## config.mk

```make
export PLATFORM = sky130hd
export DESIGN_NAME = percent_escape_codec
export DESIGN_NICKNAME = d
export VERILOG_FILES = /design/src/rtl/core/pec_pkg.sv /design/src/rtl/core/percent_escape_codec.sv /design/src/rtl/core/pec_step.sv /design/src/rtl/core/pec_emit.sv
export SDC_FILE = /design/constraint.sdc
export NUM_CORES = 1
export LEC_CHECK = 0
export ABC_AREA = 1
export ABC_CLOCK_PERIOD_IN_PS = 2430
export BUFFER_PORTS_ARGS = -buffer_cell sky130_fd_sc_hd__clkbuf_2
export CAP_MARGIN = 20
export CELL_PAD_IN_SITES_DETAIL_PLACEMENT = 0
export CELL_PAD_IN_SITES_GLOBAL_PLACEMENT = 2
export CORE_MARGIN = 4
export CORE_UTILIZATION = 34
export DETAILED_ROUTE_END_ITERATION = 12
export PLACE_DENSITY_LB_ADDON = 0.15
export SYNTH_ARGS = -nofsm -noshare
export SYNTH_HDL_FRONTEND = slang
export SYNTH_SLANG_ARGS = --single-unit
```

## constraint.sdc

```tcl
create_clock -name clk -period 2.43 [get_ports clk]
set_input_delay 0.3645 -clock clk [delete_from_list [all_inputs] [get_ports clk]]
set_output_delay 0.3645 -clock clk [all_outputs]
set_load 0.01 [all_outputs]
```

## src/rtl/core/pec_pkg.sv

```systemverilog
// ----------------------------------------------------------------------------
// pec_pkg
// Shared types and constants of the percent escape codec: the escape state,
// one result entry, a group of up to three results and the register indexes.
// ----------------------------------------------------------------------------
package pec_pkg;

    // Configuration register indexes.
    localparam logic REG_DIRECTION = 1'b0;
    localparam logic REG_TOLERANT  = 1'b1;

    // Most results that one input byte can cause.
    localparam int unsigned MAX_RESULTS = 3;

    // Escape phase codes.
    localparam logic [1:0] PH_IDLE    = 2'd0;
    localparam logic [1:0] PH_PERCENT = 2'd1;
    localparam logic [1:0] PH_DIGIT   = 2'd2;

    // Characters that the codec treats specially.
    localparam logic [7:0] CH_PERCENT  = 8'h25;
    localparam logic [7:0] CH_SPACE    = 8'h20;
    localparam logic [7:0] CH_DOT      = 8'h2e;
    localparam logic [7:0] CH_COMMA    = 8'h2c;
    localparam logic [7:0] CH_STAR     = 8'h2a;
    localparam logic [7:0] CH_QUESTION = 8'h3f;

    // Escape state carried from byte to byte.
    typedef struct packed {
        logic [1:0] phase;
        logic [7:0] held_digit;
        logic       dropping;
    } state_t;

    // One result item.
    typedef struct packed {
        logic [7:0] data;
        logic       last;
        logic       bad;
    } entry_t;

    // The results caused by one input byte; entry 0 goes out first.
    typedef struct packed {
        entry_t [MAX_RESULTS-1:0] item;
        logic [1:0]               count;
    } group_t;

endpackage

```

## src/rtl/core/percent_escape_codec.sv

```systemverilog
// ----------------------------------------------------------------------------
// percent_escape_codec
// Streaming percent encoder and decoder, one string byte per input transfer.
// ----------------------------------------------------------------------------
//  channel   direction  transfer contents
//  s_axis    in         tdata = in_byte [7:0], tlast = in_last
//  m_axis    out        tdata = out_byte [7:0], tlast = out_last,
//                       tuser = bad_escape [0]
//  cfg       in         cfg_addr 0 = direction, 1 = tolerant
//
//  A byte is converted in the cycle it is accepted and its results are
//  registered; the first result is offered in the next cycle.
//  Each byte causes up to three results, or none; the output stream moves
//  one result per cycle while m_tready is high.
//  Reset clears the escape state and both registers and empties the
//  result register.
//  s_tready is low while more than one result is pending, or while the
//  last pending result is held by a stalled output.
// ----------------------------------------------------------------------------
module percent_escape_codec
(
    input  logic       clk,
    input  logic       rst_n,
    // Input stream.
    input  logic       s_tvalid,
    output logic       s_tready,
    input  logic [7:0] s_tdata,    // [7:0] in_byte
    input  logic       s_tlast,
    // Output stream.
    output logic       m_tvalid,
    input  logic       m_tready,
    output logic [7:0] m_tdata,    // [7:0] out_byte
    output logic       m_tlast,
    output logic [0:0] m_tuser,    // [0] bad_escape
    // Configuration write port.
    input  logic       cfg_we,
    input  logic       cfg_addr,
    input  logic       cfg_wdata
);

    logic            direction_reg;
    logic            tolerant_reg;
    pec_pkg::state_t state_reg;
    pec_pkg::state_t state_next;
    pec_pkg::group_t grp;
    pec_pkg::entry_t head;
    logic            in_xfer;

    assign in_xfer = s_tvalid && s_tready;

    // Configuration registers.
    always_ff @(posedge clk or negedge rst_n)
    begin
        if (!rst_n)
        begin
            direction_reg <= 1'b0;
            tolerant_reg  <= 1'b0;
        end
        else if (cfg_we)
        begin
            case (cfg_addr)
                pec_pkg::REG_DIRECTION: direction_reg <= cfg_wdata;
                pec_pkg::REG_TOLERANT:  tolerant_reg  <= cfg_wdata;
                default:                direction_reg <= direction_reg;
            endcase
        end
    end

    // Conversion of the incoming byte.
    pec_step u_step
    (
        .direction (direction_reg),
        .tolerant  (tolerant_reg),
        .in_byte   (s_tdata),
        .in_last   (s_tlast),
        .cur       (state_reg),
        .nxt       (state_next),
        .grp       (grp)
    );

    // Escape state advances on each accepted byte.
    always_ff @(posedge clk or negedge rst_n)
    begin
        if (!rst_n)
        begin
            state_reg <= '0;
        end
        else if (in_xfer)
        begin
            state_reg <= state_next;
        end
    end

    // Result register and output sequencing.
    pec_emit u_emit
    (
        .clk        (clk),
        .rst_n      (rst_n),
        .load       (in_xfer),
        .grp        (grp),
        .load_ready (s_tready),
        .m_tvalid   (m_tvalid),
        .m_tready   (m_tready),
        .head       (head)
    );

    assign m_tdata    = head.data;
    assign m_tlast    = head.last;
    assign m_tuser[0] = head.bad;

    // The escape phase never reaches the unused code.
    a_phase_legal: assert property (@(posedge clk) disable iff (!rst_n)
        (state_reg.phase != 2'd3))
        else $error("percent_escape_codec: illegal escape phase");

    // Encoding leaves no escape state behind.
    a_encode_clears: assert property (@(posedge clk) disable iff (!rst_n)
        (in_xfer && !direction_reg) |=> (state_reg == '0))
        else $error("percent_escape_codec: state left after encoding");

    // A byte with the end mark leaves no escape pending.
    a_last_clears: assert property (@(posedge clk) disable iff (!rst_n)
        (in_xfer && s_tlast) |=> (state_reg.phase == pec_pkg::PH_IDLE) && !state_reg.dropping)
        else $error("percent_escape_codec: escape pending after end of string");

endmodule

```

## src/rtl/core/pec_step.sv

```systemverilog
// ----------------------------------------------------------------------------
// pec_step
// Combinational conversion of one input byte: from the byte, the end mark,
// the mode and the escape state it forms the result group and the next state.
// ----------------------------------------------------------------------------
module pec_step
(
    input  logic            direction,
    input  logic            tolerant,
    input  logic [7:0]      in_byte,
    input  logic            in_last,
    input  pec_pkg::state_t cur,
    output pec_pkg::state_t nxt,
    output pec_pkg::group_t grp
);

    function automatic logic is_digit(input logic [7:0] b);
        return (b >= 8'h30) && (b <= 8'h39);
    endfunction

    function automatic logic is_upper(input logic [7:0] b);
        return (b >= 8'h41) && (b <= 8'h5a);
    endfunction

    function automatic logic is_lower(input logic [7:0] b);
        return (b >= 8'h61) && (b <= 8'h7a);
    endfunction

    function automatic logic is_hex(input logic [7:0] b);
        return is_digit(b) || ((b >= 8'h41) && (b <= 8'h46)) || ((b >= 8'h61) && (b <= 8'h66));
    endfunction

    // Value of a hex digit character; zero for anything else.
    function automatic logic [3:0] hex_value(input logic [7:0] b);
        logic [7:0] v;
        v = 8'd0;
        if (is_digit(b))
        begin
            v = b - 8'h30;
        end
        else if ((b >= 8'h61) && (b <= 8'h66))
        begin
            v = b - 8'h57;
        end
        else if ((b >= 8'h41) && (b <= 8'h46))
        begin
            v = b - 8'h37;
        end
        return v[3:0];
    endfunction

    // Upper-case hex character of a nibble.
    function automatic logic [7:0] hex_char(input logic [3:0] nib);
        logic [7:0] c;
        c = {4'd0, nib} + 8'h30;
        if (nib > 4'd9)
        begin
            c = c + 8'd7;
        end
        return c;
    endfunction

    logic [7:0] ob [3];
    logic [1:0] n;
    logic       err;
    logic       alnum;
    logic       tol_set;

    always_comb
    begin
        ob[0]   = 8'd0;
        ob[1]   = 8'd0;
        ob[2]   = 8'd0;
        n       = 2'd0;
        err     = 1'b0;
        nxt     = cur;
        alnum   = is_digit(in_byte) || is_upper(in_byte) || is_lower(in_byte);
        tol_set = (in_byte == pec_pkg::CH_SPACE) || (in_byte == pec_pkg::CH_DOT)
               || (in_byte == pec_pkg::CH_COMMA) || (in_byte == pec_pkg::CH_STAR)
               || (in_byte == pec_pkg::CH_QUESTION);

        if (!direction)
        begin
            // Encoding: pass the allowed set, escape everything else.
            nxt = '0;
            if (alnum || (tolerant && tol_set))
            begin
                ob[0] = in_byte;
                n     = 2'd1;
            end
            else
            begin
                ob[0] = pec_pkg::CH_PERCENT;
                ob[1] = hex_char(in_byte[7:4]);
                ob[2] = hex_char(in_byte[3:0]);
                n     = 2'd3;
            end
        end
        else if (tolerant)
        begin
            // Lenient decoding: broken escapes come out literally.
            nxt.dropping = 1'b0;
            if (cur.phase == pec_pkg::PH_IDLE)
            begin
                if ((in_byte == pec_pkg::CH_PERCENT) && !in_last)
                begin
                    nxt.phase = pec_pkg::PH_PERCENT;
                end
                else
                begin
                    ob[0] = in_byte;
                    n     = 2'd1;
                end
            end
            else if (cur.phase == pec_pkg::PH_PERCENT)
            begin
                if (is_hex(in_byte) && !in_last)
                begin
                    nxt.held_digit = in_byte;
                    nxt.phase      = pec_pkg::PH_DIGIT;
                end
                else
                begin
                    nxt.phase = pec_pkg::PH_IDLE;
                    ob[0]     = pec_pkg::CH_PERCENT;
                    n         = 2'd1;
                    if (is_hex(in_byte))
                    begin
                        ob[1] = in_byte;
                        n     = 2'd2;
                    end
                    else if ((in_byte == pec_pkg::CH_PERCENT) && !in_last)
                    begin
                        nxt.phase = pec_pkg::PH_PERCENT;
                    end
                    else
                    begin
                        ob[1] = in_byte;
                        n     = 2'd2;
                    end
                end
            end
            else
            begin
                nxt.phase      = pec_pkg::PH_IDLE;
                nxt.held_digit = 8'd0;
                if (is_hex(in_byte))
                begin
                    ob[0] = {hex_value(cur.held_digit), hex_value(in_byte)};
                    n     = 2'd1;
                end
                else
                begin
                    ob[0] = pec_pkg::CH_PERCENT;
                    ob[1] = cur.held_digit;
                    n     = 2'd2;
                    if ((in_byte == pec_pkg::CH_PERCENT) && !in_last)
                    begin
                        nxt.phase = pec_pkg::PH_PERCENT;
                    end
                    else
                    begin
                        ob[2] = in_byte;
                        n     = 2'd3;
                    end
                end
            end
        end
        else if (!cur.dropping)
        begin
            // Strict decoding: anything unexpected is an error.
            if (cur.phase == pec_pkg::PH_IDLE)
            begin
                if (alnum)
                begin
                    ob[0] = in_byte;
                    n     = 2'd1;
                end
                else if ((in_byte == pec_pkg::CH_PERCENT) && !in_last)
                begin
                    nxt.phase = pec_pkg::PH_PERCENT;
                end
                else
                begin
                    err = 1'b1;
                end
            end
            else if (cur.phase == pec_pkg::PH_PERCENT)
            begin
                if (is_hex(in_byte) && !in_last)
                begin
                    nxt.held_digit = in_byte;
                    nxt.phase      = pec_pkg::PH_DIGIT;
                end
                else
                begin
                    err = 1'b1;
                end
            end
            else
            begin
                if (is_hex(in_byte))
                begin
                    ob[0]          = {hex_value(cur.held_digit), hex_value(in_byte)};
                    n              = 2'd1;
                    nxt.phase      = pec_pkg::PH_IDLE;
                    nxt.held_digit = 8'd0;
                end
                else
                begin
                    err = 1'b1;
                end
            end
        end

        // The end of a string clears the escape state.
        if (in_last)
        begin
            nxt = '0;
        end

        // Assemble the result group.
        for (int k = 0; k < pec_pkg::MAX_RESULTS; k++)
        begin
            grp.item[k].data = ob[k];
            grp.item[k].last = in_last && (n == 2'(k + 1));
            grp.item[k].bad  = 1'b0;
        end
        grp.count = n;

        // An error gives a single flagged result and drops to the end.
        if (err)
        begin
            nxt                   = '0;
            nxt.dropping          = !in_last;
            grp.item[0].data      = 8'd0;
            grp.item[0].last      = 1'b1;
            grp.item[0].bad       = 1'b1;
            grp.count             = 2'd1;
        end
    end

endmodule

```

## src/rtl/core/pec_emit.sv

```systemverilog
// ----------------------------------------------------------------------------
// pec_emit
// Result register: holds the group of one input byte and hands its entries
// to the output channel one transfer per cycle while m_tready is high.
// ----------------------------------------------------------------------------
module pec_emit
(
    input  logic            clk,
    input  logic            rst_n,
    input  logic            load,
    input  pec_pkg::group_t grp,
    output logic            load_ready,
    output logic            m_tvalid,
    input  logic            m_tready,
    output pec_pkg::entry_t head
);

    pec_pkg::entry_t [pec_pkg::MAX_RESULTS-1:0] item_reg;
    logic [1:0]                                 count_reg;
    logic                                       out_xfer;

    assign m_tvalid   = (count_reg != 2'd0);
    assign out_xfer   = m_tvalid && m_tready;
    assign head       = item_reg[0];
    // A new group fits once the last pending entry leaves.
    assign load_ready = (count_reg == 2'd0) || ((count_reg == 2'd1) && m_tready);

    // Entry count.
    always_ff @(posedge clk or negedge rst_n)
    begin
        if (!rst_n)
        begin
            count_reg <= 2'd0;
        end
        else if (load)
        begin
            count_reg <= grp.count;
        end
        else if (out_xfer)
        begin
            count_reg <= count_reg - 2'd1;
        end
    end

    // Entries shift toward the head as they leave.
    always_ff @(posedge clk)
    begin
        if (load)
        begin
            item_reg <= grp.item;
        end
        else if (out_xfer)
        begin
            item_reg[0] <= item_reg[1];
            item_reg[1] <= item_reg[2];
        end
    end

    // No new group may be taken while two or more entries still wait.
    a_no_load_busy: assert property (@(posedge clk) disable iff (!rst_n)
        (count_reg > 2'd1) |-> !load_ready)
        else $error("pec_emit: ready with several entries pending");

    // An error result always ends its string.
    a_bad_is_last: assert property (@(posedge clk) disable iff (!rst_n)
        (m_tvalid && head.bad) |-> head.last)
        else $error("pec_emit: error result without end mark");

    // A held entry that is not taken stays on the output.
    a_hold: assert property (@(posedge clk) disable iff (!rst_n)
        (m_tvalid && !m_tready && !load) |=> m_tvalid)
        else $error("pec_emit: pending result lost");

endmodule

```

After elaboration in Yosys (flattened, before gate mapping)
Index checks and enable logic that the tools add are counted.
{"block": "op_classes", "n_shift": 0, "multipliers": 0, "div": 0, "n_addsub": 11, "n_mux": 77, "bitwise": 1, "magnitude_cmp": 16, "eq_ne": 19, "reduce_logical": 37}
{"op": "2-to-1 mux 8 bit", "count": 17}
{"op": "2-to-1 mux 16 bit", "count": 5}
{"op": "2-to-1 mux 10 bit", "count": 6}
{"op": "== test 8 x 6 -> 1 bit (second input constant)", "count": 6}
{"op": "<= comparator 8 x 7 -> 1 bit (second input constant)", "count": 6}
{"op": "2-to-1 mux 2 bit", "count": 20}
{"op": "2-to-1 mux 20 bit", "count": 2}
{"op": "2-to-1 mux 11 bit", "count": 3}
{"op": ">= comparator 8 x 7 -> 1 bit (second input constant)", "count": 4}
{"op": "2-to-1 mux 24 bit", "count": 1}
{"op": "2-to-1 mux 4 bit", "count": 6}
{"op": "logical AND 1 bit", "count": 17}
{"op": "adder 8 x 3 -> 8 bit (second input constant)", "count": 2}
{"op": ">= comparator 8 x 6 -> 1 bit (second input constant)", "count": 2}
{"op": "<= comparator 8 x 6 -> 1 bit (second input constant)", "count": 2}
{"op": "subtractor 4 x 3 -> 4 bit (second input constant)", "count": 4}
{"op": "2-to-1 mux 1 bit", "count": 15}
{"op": "adder 4 x 6 -> 7 bit (second input constant)", "count": 2}
{"op": "2-to-1 mux 14 bit", "count": 1}
{"op": "2-to-1 mux 12 bit", "count": 1}
{"op": "logical OR 1 bit", "count": 10}
{"op": "!= test 5 x 4 -> 1 bit (second input constant)", "count": 2}
{"op": "AND reduction 5 bit", "count": 2}
{"op": "greater-than comparator 4 bit (second input constant)", "count": 2}
{"op": "other kinds (15)", "count": 23}
{"block": "totals", "latch_bits": 0, "regBits": 43, "n_memories": 0, "ramBits": 0, "word_cells": 174, "in_bits": 16, "romBits": 0}

Longest topological paths before layout
{"block": "depth", "word_depth": 14, "ltp_mapped": 20, "ltp_nobuf": 19}

By module
A second synthesis with hierarchy kept.
{"block": "hier_totals", "cells_unflattened": 645, "area_unflattened_um2": 4247.8}
{"mod": "pec_step", "area_each_um2": 2278.4, "cells_per_inst": 458, "n_inst": 1}
{"mod": "pec_emit", "area_each_um2": 1436.4, "cells_per_inst": 127, "n_inst": 1}
{"mod": "percent_escape_codec", "area_each_um2": 533.0, "cells_per_inst": 60, "n_inst": 1}

Worst setup path before layout
OpenSTA, ideal clock, no wires.
{"block": "synth_path", "kind": "input -> register", "from": "in s_tdata[0]", "to": "reg u_emit.item_reg (netlist bit u_emit.head[1]) (data pin)", "path_slack_ns": 0.084, "setup_time_ns": 0.254, "t_arrival_ns": 2.092, "path_stages": 15, "t_required_ns": 2.176, "cell_sequence": "buf_2 -> inv_1 -> ha_1 -> nand3b_2 -> nand2_1 -> nor2_1 -> nor2_4 -> nand3_4 -> nand2_2 -> nand2_2 -> nor2_1 -> nand2_1 -> nand2_1 -> nand3b_1 -> nand2_1"}
{"block": "synth_between", "elab_chain_len": 14, "word_cells_on_any_way": 60, "classes_between": "order compare (8); eq/ne (7); mux (27); reduce/logical (18)"}
{"element": "from (decl)", "line_no": "percent_escape_codec.sv:27", "source": "input logic [7:0] s_tdata,"}
{"element": ">= comparator 8 x 6 -> 1 bit (tied with other cells)", "line_no": "pec_step.sv:18", "source": "return (b >= 8'h30) && (b <= 8'h39);"}
{"element": "logical AND 1 bit, on equally long branches", "line_no": "pec_step.sv:18, pec_step.sv:30"}
{"element": "logical OR 1 bit (2 in series)", "line_no": "pec_step.sv:30", "source": "return is_digit(b) || ((b >= 8'h41) && (b <= 8'h46)) || ((b >= 8'h61) && (b <= 8'h66));"}
{"element": "2-to-1 mux 1 bit (tied with other cells)", "line_no": "pec_step.sv:202", "source": "if (is_hex(in_byte))"}
{"element": "2-to-1 mux 2 bit, on equally long branches", "line_no": "pec_step.sv:188, pec_step.sv:117"}
{"element": "2-to-1 mux 2 bit, on equally long branches", "line_no": "pec_step.sv:172, pec_step.sv:115"}
{"element": "2-to-1 mux 2 bit, on equally long branches", "line_no": "pec_step.sv:169, pec_step.sv:103"}
{"element": "2-to-1 mux 2 bit", "line_no": "pec_step.sv:99", "source": "else if (tolerant)"}
{"element": "2-to-1 mux 2 bit", "line_no": "pec_step.sv:82", "source": "if (!direction)"}
{"element": "== test 2 x 1 -> 1 bit", "line_no": "pec_step.sv:226", "source": "grp.item[k].last = in_last && (n == 2'(k + 1));"}
{"element": "logical AND 1 bit", "line_no": "pec_step.sv:226"}
{"element": "2-to-1 mux 12 bit *", "line_no": "pec_step.sv:232", "source": "if (err)"}
{"element": "2-to-1 mux 20 bit *", "line_no": "pec_emit.sv:48", "source": "if (load)"}
{"element": "to (signal assigned)", "line_no": "pec_emit.sv:50", "source": "item_reg <= grp.item;"}
{"element": "to (decl)", "line_no": "pec_emit.sv:18", "source": "pec_pkg::entry_t [pec_pkg::MAX_RESULTS-1:0] item_reg;"}
Every way passes the cells marked *; elsewhere a longest branch is shown, timed or not.
A chain may end at the register's enable or synchronous reset.

Final worst setup path
{"block": "layout_path", "from": "reg state_reg[1] (netlist name)", "to": "reg u_emit.item_reg (netlist bit u_emit.head[7]) (data pin)"}
{"block": "layout_between", "elab_chain_len": 13, "word_cells_on_any_way": 26, "classes_between": "add/sub (3); order compare (6); mux (14); reduce/logical (3)"}
{"element": "from (decl)", "line_no": "percent_escape_codec.sv:43", "source": "pec_pkg::state_t state_reg;"}
{"element": "from (signal assigned)", "line_no": "percent_escape_codec.sv:90", "source": "state_reg <= state_next;"}
{"element": ">= comparator 8 x 7 -> 1 bit / <= comparator 8 x 7 -> 1 bit (equally long branches)", "line_no": "pec_step.sv:45", "source": "else if ((b >= 8'h41) && (b <= 8'h46))"}
{"element": "logical AND 1 bit", "line_no": "pec_step.sv:45"}
{"element": "2-to-1 mux 4 bit", "line_no": "pec_step.sv:45"}
{"element": "2-to-1 mux 4 bit", "line_no": "pec_step.sv:41", "source": "else if ((b >= 8'h61) && (b <= 8'h66))"}
{"element": "2-to-1 mux 4 bit *", "line_no": "pec_step.sv:37", "source": "if (is_digit(b))"}
{"element": "2-to-1 mux 8 bit", "line_no": "pec_step.sv:202"}
{"element": "2-to-1 mux 8 bit", "line_no": "pec_step.sv:188", "source": "else if (cur.phase == pec_pkg::PH_PERCENT)"}
{"element": "2-to-1 mux 8 bit", "line_no": "pec_step.sv:172", "source": "if (cur.phase == pec_pkg::PH_IDLE)"}
{"element": "2-to-1 mux 8 bit", "line_no": "pec_step.sv:169", "source": "else if (!cur.dropping)"}
{"element": "2-to-1 mux 8 bit *", "line_no": "pec_step.sv:99"}
{"element": "2-to-1 mux 24 bit *", "line_no": "pec_step.sv:82"}
{"element": "2-to-1 mux 12 bit *", "line_no": "pec_step.sv:232"}
{"element": "2-to-1 mux 20 bit *", "line_no": "pec_emit.sv:48"}
Marked as above.

==> metrics <==
status=finished, final reports clean; Net count, final=slightly above 600; area of the multi-input gates=~2100 um2; Min Clock Period, post-route=around 2.2 ns; Critical Path Stages=13; share of layout cells above drive strength 1=19.8%; total power=2.86 mW; worst slew pin tran=between 0.4 and 0.5 ns; unrepaired setup endpoints after global routing=false; Critical R2R Capture=u_emit.head[7]$_DFFE_PP_; CP Max Fanout=6; share of total power in combinational logic=~40%; # setup viols final=0; DP Area=slightly above 4000 um2; synth-to-layout area growth=17.3%; syn_nets=566; max-slew violation count=0; Vert. Die Dim=112 um; CP Data Arrival Time=around 2.3 ns; Critical Path Source Type=flop; Num Clock Sinks=43; slowest CP cell=dfrtp_1; Pint=roughly 1.8 mW; reg-to-reg setup timing slack=between 0.2 and 0.25 ns; Yosys warnings=0; Mapped Area=around 3700 um2; worst slack, placed=-0.143 ns; Num CTS Buffers=5; Post-synth EDFFs=28; Setup CP Type=flop to flop; num rows=37; switching share of power=38.2%; die width=around 110 um; initial drt markers=around 260; Sequential Area=between 1000 and 1500 um2; share of total power in sequential cells=39.4%; die area=12500 um2; Worst path most repeated cell=nand2_1; asr flop ratio synth=a little over a third; post-synthesis sequential area ratio=33.3%; first drt pass iteration count=5; power density over the cells=667 nW/um2; Clock Path Buffers=2; Post-synth top flop=edfxtp_1; WL final=roughly 12000 um; gp weighted congestion=roughly 0.9; Max stage delay on crit path=~0.43 ns; syn_area_per_cell=slightly below 7 um2; Buf+Inv Stages, Crit Path=1; Hold Path End=tolerant_reg$_DFFE_PN0P_; largest net degree at the start of global routing=24; clk_lat worst skew=about 0.3 ns; Worst Skew=about 0.0046 ns; DR vias/cell=just over 5; Cells on Worst Hold Path=2; max cap viols=0; H-tree lvl count=2; Hold Crit Start=cfg_addr; first-pass GRT wire length=just under 20000 um; DRC=0; r2r worst-path depth=13; max reg flops=18; CTS clk-pin slew, worst paths=~0.090 ns; critical path endpoint category=flop; vias in the first global route=3567; final instance area=4290 um2; endpoints failing hold=0; Post-Syn Instances=~540; crit-path cells=inv_1 > ha_1 > nand2_1 > nand3_1 > nand2_1 > o21ai_0 > or2_2 > nand3_1 > nand2_1 > nand2_1 > nand2_1 > nand2_1 > nand2_1; Critical Path RT=about 2.5 ns; Yosys reg bits=43; Tot GR Track Use=slightly below 20%; FMAX=roughly 450 MHz; number of routed nets with antenna violations=0; Avg WL per Cell=around 16 um; worst setup margin=approximately 0.21 ns; initial antenna violation count=0; Clock power frac=between 20% and 30%; final worst-path cycle share=approximately 91%; synth unique cells=between 40 and 50; Static Leak=2.05 nW; worst-case vdd ir drop=approximately 320 uV; area of the core=10400 um2; CTS tree=built; FF-to-FF Start=state_reg[1]$_DFFE_PN0P_; Post-CTS Setup Repair Bufs=0; kind of cell adding the most delay to the critical path=simple AND/OR/NAND/NOR gates; initial core utilization=35.1%; HPWL after DPL=between 9000 and 10000 um; GRT overflow=0; Slew headroom=a little under three quarters; I/O pin count=28; IO buf count=27; via count=approximately 3.7k; worst hold path class=primary input to flop; Ant. Diodes=0; CTS Root Buffer Type=clkbuf_8; TNS Setup=0 ns; NetSw=1.09 mW; Fillers=about 1.1k
## cells by family (layout without fill, tap and decap cells)
kind of cell	after synthesis	after routing	synth area share (%)
AOI/OAI and AO/OA	69	69	10.8
xor gates and xnor gates	1	1	0.240
adders and majority gates	15	15	5.13
buffers and inverters	78	134	10.0
DFF	43	43	33.3
and+or+nand+nor	329	329	40.6
## worst reg2reg max path, stage by stage (launching register included)
cell and delay (ns):
dfrtp_1 0.43, inv_1 0.15, ha_1 0.23, nand2_1 0.08, nand3_1 0.06, nand2_1 0.17
o21ai_0 0.17, or2_2 0.30, nand3_1 0.08, nand2_1 0.05, nand2_1 0.08, nand2_1 0.06
nand2_1 0.07, nand2_1 0.04
## cell usage in the layout, fill, tap and decap left out, types with 3 or more instances in the layout
cell type  count
a21oi_1       11
a31oi_1        4
buf_4         47
clkbuf_2      27
clkbuf_8       5
dfrtp_1       15
edfxtp_1      28
ha_1          15
inv_1         43
inv_2          4
nand2_1      165
nand2_2        7
nand3_1       45
nand4_1       15
nor2_1        69
nor2_2         6
nor2_4         3
nor3_1         7
o21ai_0       32
o21ai_1        7
## synth_stat cells, types with 3 or more instances
cell type / n / area share, %
nand4_1: 15 / 2.6
nand2_2: 7 / 1.2
nor3_1: 7 / 0.96
nor2_4: 3 / 0.92
inv_2: 4 / 0.41
edfxtp_1: 28 / 23
a21oi_1: 12 / 1.6
o21ai_0: 32 / 4.4
buf_6: 3 / 0.92
o21ai_1: 7 / 0.96
nor2_2: 4 / 0.68
nand2_1: 165 / 17
nor2_1: 71 / 7.3
inv_1: 43 / 4.4
a31oi_1: 4 / 0.68
buf_4: 11 / 2.3
nand3_1: 45 / 6.2
dfrtp_1: 15 / 10
ha_1: 15 / 5.1
clkbuf_1: 7 / 0.72
buf_2: 6 / 0.82
## metal layers
metal | up-vias | share of wire, % | track usage (%)
met5 | - | 0 | 0
li1 | 1855 | - | -
met1 | 1728 | 49 | 28.7
met3 | 17 | 4.6 | 1.96
met2 | 109 | 45 | 30.1
met4 | 0 | 1.7 | 4.46
## final cells by class
type                            count  area share (%)
Multi-Input combinational cell    414            48.5
Clock buffer                        5            1.60
Tap cell                          136            3.97
Timing Repair Buffer               76            12.1
Sequential cell                    43            28.4
Inverter                           50            4.43
Clock inverter                      3            1.02
## power groups by stage
stage / Clock [mW] / Combinational [mW] / Sequential, mW
finish: 0.585 / 1.15 / 1.13
global route: 0.630 / 1.28 / 1.15
CTS: 0.600 / 1.15 / 1.13
detailed placement: 0 / 1.14 / 1.15
global placement: 0 / 1.15 / 1.14
floorplan: 0 / 0.791 / 1.13
## repair_timing
| action | CTS | global route |
|---|---|---|
| hold endpoints to repair | 15 | 0 |
| hold buffers | 1 | 0 |
| resized for setup | 0 | 3 |
| endpoints found under the setup margin | 0 | 4 |
## through the flow
stage | cells | utilization, % | hold WS [ns]
6_report | 727 | 41.2 | 0.267
5_1_grt | 727 | 41.2 | 0.277
4_1_cts | 727 | 41.1 | 0.261
3_5_place_dp | 718 | 39.9 | 0.312
3_3_place_gp | 718 | 39.9 | 0.300
2_1_floorplan | 535 | - | 0.0689
## how the worst max path moves through the flow
stage	slack [ns]	from	endpoint
6_report	0.21	state_reg[1]$_DFFE_PN0P_	u_emit.head[7]$_DFFE_PP_
5_1_grt	0.05	s_tdata[5]	u_emit.item_reg[13]$_DFFE_PP_
4_1_cts	0.18	s_tdata[5]	u_emit.head[1]$_DFFE_PP_
3_5_place_dp	-0.14	s_tdata[5]	u_emit.head[1]$_DFFE_PP_
3_3_place_gp	-0.09	s_tdata[5]	u_emit.head[1]$_DFFE_PP_
2_1_floorplan	0.08	s_tdata[0]	u_emit.head[1]$_DFFE_PP_
No activity file was read; power rests on OpenSTA's default activity.
